==> config.mk <==
export PLATFORM = sky130hd
export DESIGN_NAME = dpwp_front
export DESIGN_NICKNAME = d
export VERILOG_FILES = /design/src/rtl/dpwp_pkg.sv /design/src/rtl/dpwp_front.sv
export SDC_FILE = /design/constraint.sdc
export NUM_CORES = 1
export LEC_CHECK = 0
export ABC_AREA = 1
export BUFFER_PORTS_ARGS = -buffer_cell sky130_fd_sc_hd__buf_2
export CAP_MARGIN = 20
export CORE_AREA = 4 4 101 103
export DETAILED_ROUTE_END_ITERATION = 8
export DIE_AREA = 0 0 105 107
export GPL_TIMING_DRIVEN = 0
export PLACE_DENSITY = 0.62
export SLEW_MARGIN = 20
export SYNTH_ARGS = -nofsm -noshare
export SYNTH_HDL_FRONTEND = slang
export SYNTH_SLANG_ARGS = --single-unit
==> constraint.sdc <==
create_clock -name vclk -period 1.5
set_input_delay 0.3 -clock vclk [all_inputs]
set_output_delay 0.3 -clock vclk [all_outputs]
set_load 0.01 [all_outputs]
==> src/rtl/dpwp_pkg.sv <==
// Shared types and constants for the depth pixel to world point block.
package dpwp_pkg;

  localparam int IN_W        = 120;
  localparam int OUT_W       = 120;
  localparam int CFG_IDX_W   = 3;
  localparam int CFG_W       = 32;
  localparam int POSE_N      = 12;
  localparam int QUEUE_DEPTH = 4;

  localparam logic [31:0] POSE_ONE = 32'h4000_0000;

  localparam logic [31:0] RST_INV_FX = 32'd5974906;
  localparam logic [31:0] RST_INV_FY = 32'd5974906;
  localparam logic [23:0] RST_CX     = 24'd155441;
  localparam logic [23:0] RST_CY     = 24'd47415;
  localparam logic [23:0] RST_CUTOFF = 24'd983040;

  typedef enum logic [0:0] {
    OP_POSE  = 1'b0,
    OP_PIXEL = 1'b1
  } op_t;

  typedef enum logic [2:0] {
    REG_INV_FX = 3'd0,
    REG_INV_FY = 3'd1,
    REG_CX     = 3'd2,
    REG_CY     = 3'd3,
    REG_CUTOFF = 3'd4
  } reg_idx_t;

  typedef struct packed {
    logic [31:0] inv_fx;
    logic [31:0] inv_fy;
    logic [23:0] cx;
    logic [23:0] cy;
    logic [23:0] cutoff;
  } cfg_t;

  typedef struct packed {
    op_t                kind;
    logic [3:0]         pose_idx;
    logic signed [31:0] pose_value;
    logic [15:0]        column;
    logic [15:0]        row;
    logic [23:0]        depth;
    logic [7:0]         blue;
    logic [7:0]         green;
    logic [7:0]         red;
  } item_t;

endpackage

==> src/rtl/dpwp_front.sv <==
// Front end: unpacks input words, drops unusable items and pushes the rest.
module dpwp_front (
  input  logic                       s_tvalid,
  output logic                       s_tready,
  input  logic [dpwp_pkg::IN_W-1:0]  s_tdata,
  input  logic [0:0]                 s_tuser,
  input  logic [23:0]                cutoff,
  input  logic                       q_full,
  output logic                       q_push,
  output dpwp_pkg::item_t            q_item
);

  logic nan;
  logic keep;

  always_comb begin
    q_item.kind       = dpwp_pkg::op_t'(s_tuser[0]);
    q_item.pose_idx   = s_tdata[3:0];
    q_item.pose_value = s_tdata[35:4];
    q_item.column     = s_tdata[51:36];
    q_item.row        = s_tdata[67:52];
    q_item.depth      = s_tdata[91:68];
    q_item.blue       = s_tdata[100:93];
    q_item.green      = s_tdata[108:101];
    q_item.red        = s_tdata[116:109];
    nan               = s_tdata[92];
    if (q_item.kind == dpwp_pkg::OP_POSE) begin
      keep = (q_item.pose_idx < 4'(dpwp_pkg::POSE_N));
    end else begin
      keep = !nan && (q_item.depth != 24'd0) && (q_item.depth < cutoff);
    end
  end

  assign s_tready = !q_full;
  assign q_push   = s_tvalid && !q_full && keep;

endmodule

==> flow_summary.json <==
{
  "n_antenna_cell": 0,
  "status": "finished with violations",
  "yosys.area_share.simple": 0.1614,
  "hold_class": "primary input to primary output",
  "syn_area_sq_um": 1635,
  "hp-start": "s_tdata[9]",
  "drive_gt1_frac": 0.8150,
  "regArea_sq_um": 0,
  "ys_types": 15,
  "synth-xor-area-share": 0,
  "routabilityCongestion": 0.7286,
  "nClkBuffers": 0,
  "vdd_drop_max_mv": 0.1226,
  "vias": 1966,
  "finish.net_count": 599,
  "worst_slack_ps": -307.8,
  "grt_busiest_layer": "met2",
  "synth_top_family_by_area": "buffers and inverters",
  "timing.max_cap.violations": 0,
  "cts_hold_buf": 0,
  "seq_cell_count": 0,
  "yosysWarnings": 0,
  "leakage_nw": 1.796,
  "io-pin-count": 266,
  "viasPerCell": 3.654,
  "place_area_sq_um": 2803,
  "synth_mux_area_frac": 0,
  "grt_use_total": 0.08160,
  "synth_compound_area_frac": 0.04744,
  "setup_tns_ps": -307.8,
  "start_kind": "primary input",
  "drc": 0,
  "min_path_cells": 2,
  "use_met2": 0.1787,
  "use_met1": 0.07973,
  "final_cells": 538,
  "final_util": 0.3302,
  "rows": 35,
  "max_slew.worst_pin.slew_ps": 183.0,
  "end_kind": "primary output",
  "place_worst_setup_slack_ps": -529.1,
  "crit_arrival_ps": 1510,
  "period_needed_ps": 1808,
  "yosys.area.top_type": "buf_4",
  "dieWidth_um": 105,
  "setup_viol": 1,
  "synth_nets": 422,
  "wirelength_um": 5527,
  "dpl.hpwl_um": 5166,
  "die_area_sq_um": 11240,
  "port_buffers": 173,
  "chipHeight_um": 107,
  "syn_inst": 252,
  "gr-total-overflow": 0,
  "grt_setup_unrepaired": "true",
  "initial_utilization": 0.1778,
  "fin_area_sq_um": 3037,
  "cp_max_fo": 2,
  "grt_first_pass_wirelength_um": 8079,
  "final_hold_viol_count": 0,
  "power_density_nw_per_um2": 285.6,
  "synth.top_cell.area_share": 0.5371,
  "fmax_mhz": 553.2,
  "core_area_sq_um": 9196,
  "dr.pass1.iters": 5,
  "worstPathRequired_ps": 1200,
  "grt.met3_usage": 0.01987,
  "grt_max_degree": 4,
  "violations": "setup timing",
  "ys_seq_area_frac": 0,
  "grt_pass1_vias": 1932,
  "slew_violations": 0,
  "slew-limit-headroom": 0.8775,
  "synthAdderAreaFrac": 0.1760,
  "area_delta_synth_final_pct": 85.69,
  "synth_top_cells_by_area": "buf_4 (54%), ha_1 (18%), nand2_1 (9.0%)",
  "drtIter0Drc": 32,
  "dp.cells": 536,
  "crit_type": "primary input to primary output",
  "whs_endpoint": "q_item[85]",
  "detail_route.wl_per_cell_um": 10.27,
  "syn_area_per_cell_sq_um": 6.489,
  "ant_nets": 0,
  "period_share": 1.205,
  "antenna_found_initial": 0
}
==> worst max path at each step <==
stage               slack, ps   startpoint  cells after the start      to
floorplan                 -20    cutoff[5]                      9  q_push
global placement         -530  s_tdata[83]                     10  q_push
detailed placement       -530  s_tdata[83]                     10  q_push
CTS                      -380   cutoff[12]                     11  q_push
global route             -430    cutoff[6]                     11  q_push
finish                   -310    cutoff[9]                     13  q_push
==> worst max-delay path, stage by stage <==
cell and delay (ps):
buf_2 100, inv_2 60, ha_4 200, nand2_2 60, nand2_2 50, nand2_2 50
nand2_2 40, nand2_2 60, nand2_2 60, a21oi_2 140, nand3_2 110, a21oi_2 130
buf_2 130
==> cell usage after synthesis <==
cell and instances:
ha_1 23, a21oi_2 2, nand4_1 2, inv_1 34, nor3_2 1, a21oi_1 6, nand2_1 39, nor2_1 21
buf_4 117, nor3_1 1, o211ai_1 1, nand3_1 1, a21o_1 2, nor2_2 1, o21bai_1 1
==> kinds of logic (layout without fill, tap and decap cells) <==
| kind of cell | count (synthesis) | in the layout |
|---|---|---|
| adders and majority gates | 23 | 23 |
| buffers and inverters | 151 | 326 |
| AOI/OAI and AO/OA | 12 | 12 |
| and+or+nand+nor | 66 | 66 |
==> area by class of cell <==
class                           count  area, sq um
Buffer                            117        878.3
Fill cell                         985         6160
Inverter                           34        150.1
Multi-Input combinational cell    101        912.1
Tap cell                          111        138.9
Timing Repair Buffer              175        957.2
==> per-stage QoR <==
| step | hold slack, ps | total power [mW] |
|---|---|---|
| finish | 783.6 | 0.8672 |
| global route | 785.8 | 0.9609 |
| CTS | 785.2 | 0.8407 |
| detailed placement | 785.3 | 0.7925 |
| global placement | 786.3 | 0.7769 |
| floorplan | 646.4 | 0.4906 |
==> timing repair <==
item | 4_1_cts | 5_1_grt
buffers inserted | 1 | 1
gates resized for setup | 28 | 25
endpoints found under the hold margin | 0 | 0
pin swaps | 15 | 25
setup endpoints to repair | 1 | 1
==> metal layers <==
metal,share of wire,wire length (um)
met5,0,0
met4,0,0
met1,0.30,1656
met3,0.13,698
met2,0.57,3172
==> where the power goes <==
part           switching, mW  leakage (nW)  internal (mW)
registers                  0             0              0
logic                  0.367          1.80          0.500
clock network              0             0              0
==> placed cells by master (no fill, tap or decap), types with 5 or more instances in the layout <==
master / n
a21oi_2: 6
buf_2: 162
buf_4: 120
buf_6: 7
ha_1: 5
ha_4: 17
inv_1: 18
inv_2: 11
nand2_1: 28
nand2_2: 9
nor2_1: 19
Power figures use the tool's default switching activity.
