==> config.mk <==
export PLATFORM = sky130hd
export DESIGN_NAME = dpwp_fifo
export DESIGN_NICKNAME = d
export VERILOG_FILES = /design/src/rtl/dpwp_pkg.sv /design/src/rtl/dpwp_fifo.sv
export SDC_FILE = /design/constraint.sdc
export NUM_CORES = 1
export LEC_CHECK = 0
export BUFFER_PORTS_ARGS = -buffer_cell sky130_fd_sc_hd__clkbuf_2
export CAP_MARGIN = 30
export CORE_AREA = 10 10 208 210
export CTS_CLUSTER_DIAMETER = 120
export DETAILED_ROUTE_END_ITERATION = 10
export DIE_AREA = 0 0 218 220
export SYNTH_ARGS = -nofsm -noshare
export SYNTH_HDL_FRONTEND = slang
export SYNTH_SLANG_ARGS = --single-unit
==> constraint.sdc <==
create_clock -name clk -period 7.8 [get_ports clk]
set_input_delay 0.39 -clock clk [delete_from_list [all_inputs] [get_ports clk]]
set_output_delay 0.39 -clock clk [all_outputs]
set_load 0.01 [all_outputs]
==> src/rtl/dpwp_pkg.sv <==
// Shared types and constants for the depth pixel to world point block.
package dpwp_pkg;

  localparam int IN_W        = 120;
  localparam int OUT_W       = 120;
  localparam int CFG_IDX_W   = 3;
  localparam int CFG_W       = 32;
  localparam int POSE_N      = 12;
  localparam int QUEUE_DEPTH = 4;

  localparam logic [31:0] POSE_ONE = 32'h4000_0000;

  localparam logic [31:0] RST_INV_FX = 32'd5974906;
  localparam logic [31:0] RST_INV_FY = 32'd5974906;
  localparam logic [23:0] RST_CX     = 24'd155441;
  localparam logic [23:0] RST_CY     = 24'd47415;
  localparam logic [23:0] RST_CUTOFF = 24'd983040;

  typedef enum logic [0:0] {
    OP_POSE  = 1'b0,
    OP_PIXEL = 1'b1
  } op_t;

  typedef enum logic [2:0] {
    REG_INV_FX = 3'd0,
    REG_INV_FY = 3'd1,
    REG_CX     = 3'd2,
    REG_CY     = 3'd3,
    REG_CUTOFF = 3'd4
  } reg_idx_t;

  typedef struct packed {
    logic [31:0] inv_fx;
    logic [31:0] inv_fy;
    logic [23:0] cx;
    logic [23:0] cy;
    logic [23:0] cutoff;
  } cfg_t;

  typedef struct packed {
    op_t                kind;
    logic [3:0]         pose_idx;
    logic signed [31:0] pose_value;
    logic [15:0]        column;
    logic [15:0]        row;
    logic [23:0]        depth;
    logic [7:0]         blue;
    logic [7:0]         green;
    logic [7:0]         red;
  } item_t;

endpackage

==> src/rtl/dpwp_fifo.sv <==
// Short queue that decouples the front end from the arithmetic pipeline.
module dpwp_fifo #(
  parameter int DEPTH = dpwp_pkg::QUEUE_DEPTH
) (
  input  logic            clk,
  input  logic            rst,
  input  logic            push,
  input  dpwp_pkg::item_t din,
  output logic            full,
  input  logic            pop,
  output logic            valid,
  output dpwp_pkg::item_t dout
);

  localparam int PW = (DEPTH > 1) ? $clog2(DEPTH) : 1;
  localparam int CW = $clog2(DEPTH + 1);

  dpwp_pkg::item_t mem [DEPTH];
  logic [PW-1:0]   wr_ptr;
  logic [PW-1:0]   rd_ptr;
  logic [CW-1:0]   count;
  logic            do_push;
  logic            do_pop;

  assign full    = (count == CW'(DEPTH));
  assign valid   = (count != '0);
  assign do_push = push && !full;
  assign do_pop  = pop && valid;
  assign dout    = mem[rd_ptr];

  always_ff @(posedge clk) begin
    if (do_push) begin
      mem[wr_ptr] <= din;
    end
  end

  always_ff @(posedge clk) begin
    if (rst) begin
      wr_ptr <= '0;
      rd_ptr <= '0;
      count  <= '0;
    end else begin
      if (do_push) begin
        wr_ptr <= (wr_ptr == PW'(DEPTH - 1)) ? '0 : wr_ptr + 1'b1;
      end
      if (do_pop) begin
        rd_ptr <= (rd_ptr == PW'(DEPTH - 1)) ? '0 : rd_ptr + 1'b1;
      end
      if (do_push && !do_pop) begin
        count <= count + 1'b1;
      end else if (do_pop && !do_push) begin
        count <= count - 1'b1;
      end
    end
  end

  a_count_bound: assert property (@(posedge clk) disable iff (rst)
    count <= CW'(DEPTH)) else $error("queue count above depth");
  a_count_up: assert property (@(posedge clk) disable iff (rst)
    do_push && !do_pop |=> count == $past(count) + 1'b1)
    else $error("queue count did not grow on push");
  a_count_down: assert property (@(posedge clk) disable iff (rst)
    do_pop && !do_push |=> count == $past(count) - 1'b1)
    else $error("queue count did not shrink on pop");

endmodule

==> results.toml <==
[outcome]
status = "complete, no violations"

[sta]
hold_viol = 0
setup_tns_ns = 0
period_minus_slack_ns = 3.38
relSlewSlack_pct = 36.7
drv_slew = 0
clock_skew_ns = 0.0142
setup_viol = 0
worstMarginPinSlew_ns = 0.949
final.period_utilization_pct = 43.3
fmaxAchievable_mhz = 296
rsz0062_at_grt = "no"

[detailed_routing]
ant_nets = 0
avgViaCountPerCell = 5.15
wl_um = 34300
num_vias = 7833
drc = 0
drt_iter0_markers = 482
dr.pass1.iters = 4
wl_per_cell_um = 22.6

[cts]
root_buffer = "clkbuf_16"
clock-sinks = 477
cts_tree = "yes"
cts-buffers-inserted = 49
ctsHtreeMaxLevel = 2
clk-insertion-delay-late_ns = 0.57
postCtsSetupBuffers = 0
cts_resized = 0
clockBufferDepth = 3
clk_pin_slew_ns = 0.06

[logic_synthesis]
ys_warn_count = 0
ys_seq_area_share_pct = 82.2
syn_nets = 789
synth-seq-cells = 477
synth_area_um2 = 17300
yosys.area.top_type = "edfxtp_1"
synthFlopType = "edfxtp_1"
synth_area_leaders = "edfxtp_1 (81%), mux4_2 (15%), dfxtp_1 (1.0%), ha_1 (0.43%), buf_2 (0.40%)"
synth_most_common_cell = "edfxtp_1"
ys_top_cells_by_count = "edfxtp_1 (468), mux4_2 (117), buf_2 (14), dfxtp_1 (9), clkbuf_1 (8)"
synth-edff-count = 468
syn_avg_cell_area_um2 = 26.2
synth_cells = 661
synth_cell_types = 23
yosysTopAreaCellShare_pct = 81.2
ys_async_sr_fraction_pct = 0

[floorplan]
num_rows = 73
io_pins = 240
die-height_um = 220
dieArea_um2 = 48000
start_util_pct = 44.1
die_w_um = 218
core_area_um2 = 39300

[hold_path]
hold_path_class = "in -> reg"

[worst_setup_path]
cp_data_required_time_ns = 7.41
critPathMaxStageDelay_ns = 0.88
crit_slowest_cell = "dfxtp_4"
critPathKind = "reg -> out"
crit_buf_inv = 2
cp_cell_sequence = "buf_4 -> mux4_2 -> clkbuf_2"
reg2reg_slack_ns = 4.89
crit_fanout = 60
crit_path_end_kind = "primary output"
start_kind = "register"
cp.arrival_ns = 2.99
crit_family = "buffers and inverters"

[global_routing]
grt_pass1_wl_um = 51800
grt_overflow_total = 0
grt_pass1_vias = 8328
grt_max_degree = 64
grt_antenna_before_repair = 5
grtUsageTotal_pct = 14.3

[power_and_ir_drop]
ir_worst_vdd_v = 0.000235
leakagePower_nw = 7.06
powerDensity_nw_per_um2 = 321

[place]
gp_congestion = 0.676
hpwl_um = 20700
numPortBuffers = 239

[final_layout]
finalCoreUtilization_pct = 53.4
finalNetCount = 1088
area_growth_pct = 21.1
drive_above_1_share_pct = 44.4

[flow_run]
drv_cap = 0
-- final cells by class --
cell class	instances	area, um^2
Fill cell	3037	18300
Timing Repair Buffer	276	1620
Tap cell	525	657
Clock inverter	26	204
Inverter	5	20.0
Clock buffer	60	1310
Antenna cell	1	2.50
Sequential cell	477	14200
Multi-Input combinational cell	151	2910
-- metrics by stage --
step                      std cells  setup slack (ns)  hold slack (ns)  power (mW)  cell area, um^2
after detailed placement       1406              4.81            0.479        4.63            19100
after CTS                      1518              4.29         0.000301        6.86            20900
after floorplan                 661              3.89            0.463        4.09            17300
after global routing           1520              4.25           0.0118        7.06            21000
final                          1521              4.42           0.0418        6.73            21000
after global placement         1404              4.88            0.468        4.60            19100
-- sequential cells by signal, indices dropped and copies added (netlist names), named ones only --
| signal | flops |
|---|---|
| count | 3 |
| mem | 468 |
| rd_ptr | 2 |
| wr_ptr | 2 |
-- what timing repair did --
action,in CTS,in global routing
endpoints found under the setup margin,0,0
endpoints found under the hold margin,81,0
hold buffers,26,0
-- path summary, 6_finish.rpt --
kind | startpoint | end | cells past startpoint
min reg2reg | rd_ptr[0] | register | 2
max reg2reg | count[0] | mem[0][111] | 3
min | din[102] | mem[1][102] | 1
max | register | dout[100] | 3
-- power by group --
group | leakage [nW] | switching [mW] | internal [mW]
logic | 1.95 | 0.707 | 0.629
clock network | 0.747 | 0.911 | 1.29
registers | 4.36 | 0.0985 | 3.10
total | 7.06 | 1.72 | 5.02
-- logic make-up after synthesis --
logic type                 share of synthesized area [%]
buffers and inverters                               1.06
adders and majority gates                          0.549
DFF                                                 82.2
AOI/OAI and AO/OA                                  0.231
muxes                                               15.3
xor gates and xnor gates                           0.101
and+or+nand+nor                                    0.499
-- routing by layer --
layer | up-vias | share of wire, % | GRT usage (%)
li1 | 3465 | - | -
met1 | 4083 | 42 | 18.8
met2 | 225 | 48 | 21.9
met3 | 56 | 8.2 | 5.35
met4 | 4 | 2.0 | 4.19
met5 | - | 0.096 | 0
-- layout by cell type, fill, tap and decap left out, types with 2 or more instances in the layout --
master / instances
a21oi_1: 3
and3_4: 4
buf_16: 4
buf_4: 7
bufinv_16: 3
clkbuf_1: 9
clkbuf_16: 51
clkbuf_2: 239
clkinv_1: 9
clkinv_2: 12
dfxtp_1: 7
dfxtp_4: 2
dlygate4sd3_1: 26
edfxtp_1: 468
ha_1: 6
inv_1: 4
mux2i_1: 2
mux4_2: 117
nand3_1: 2
nor2_1: 4
o21ai_0: 2
o31ai_1: 2
or3_1: 3
xor2_1: 2
Power figures use the tool's default switching activity.
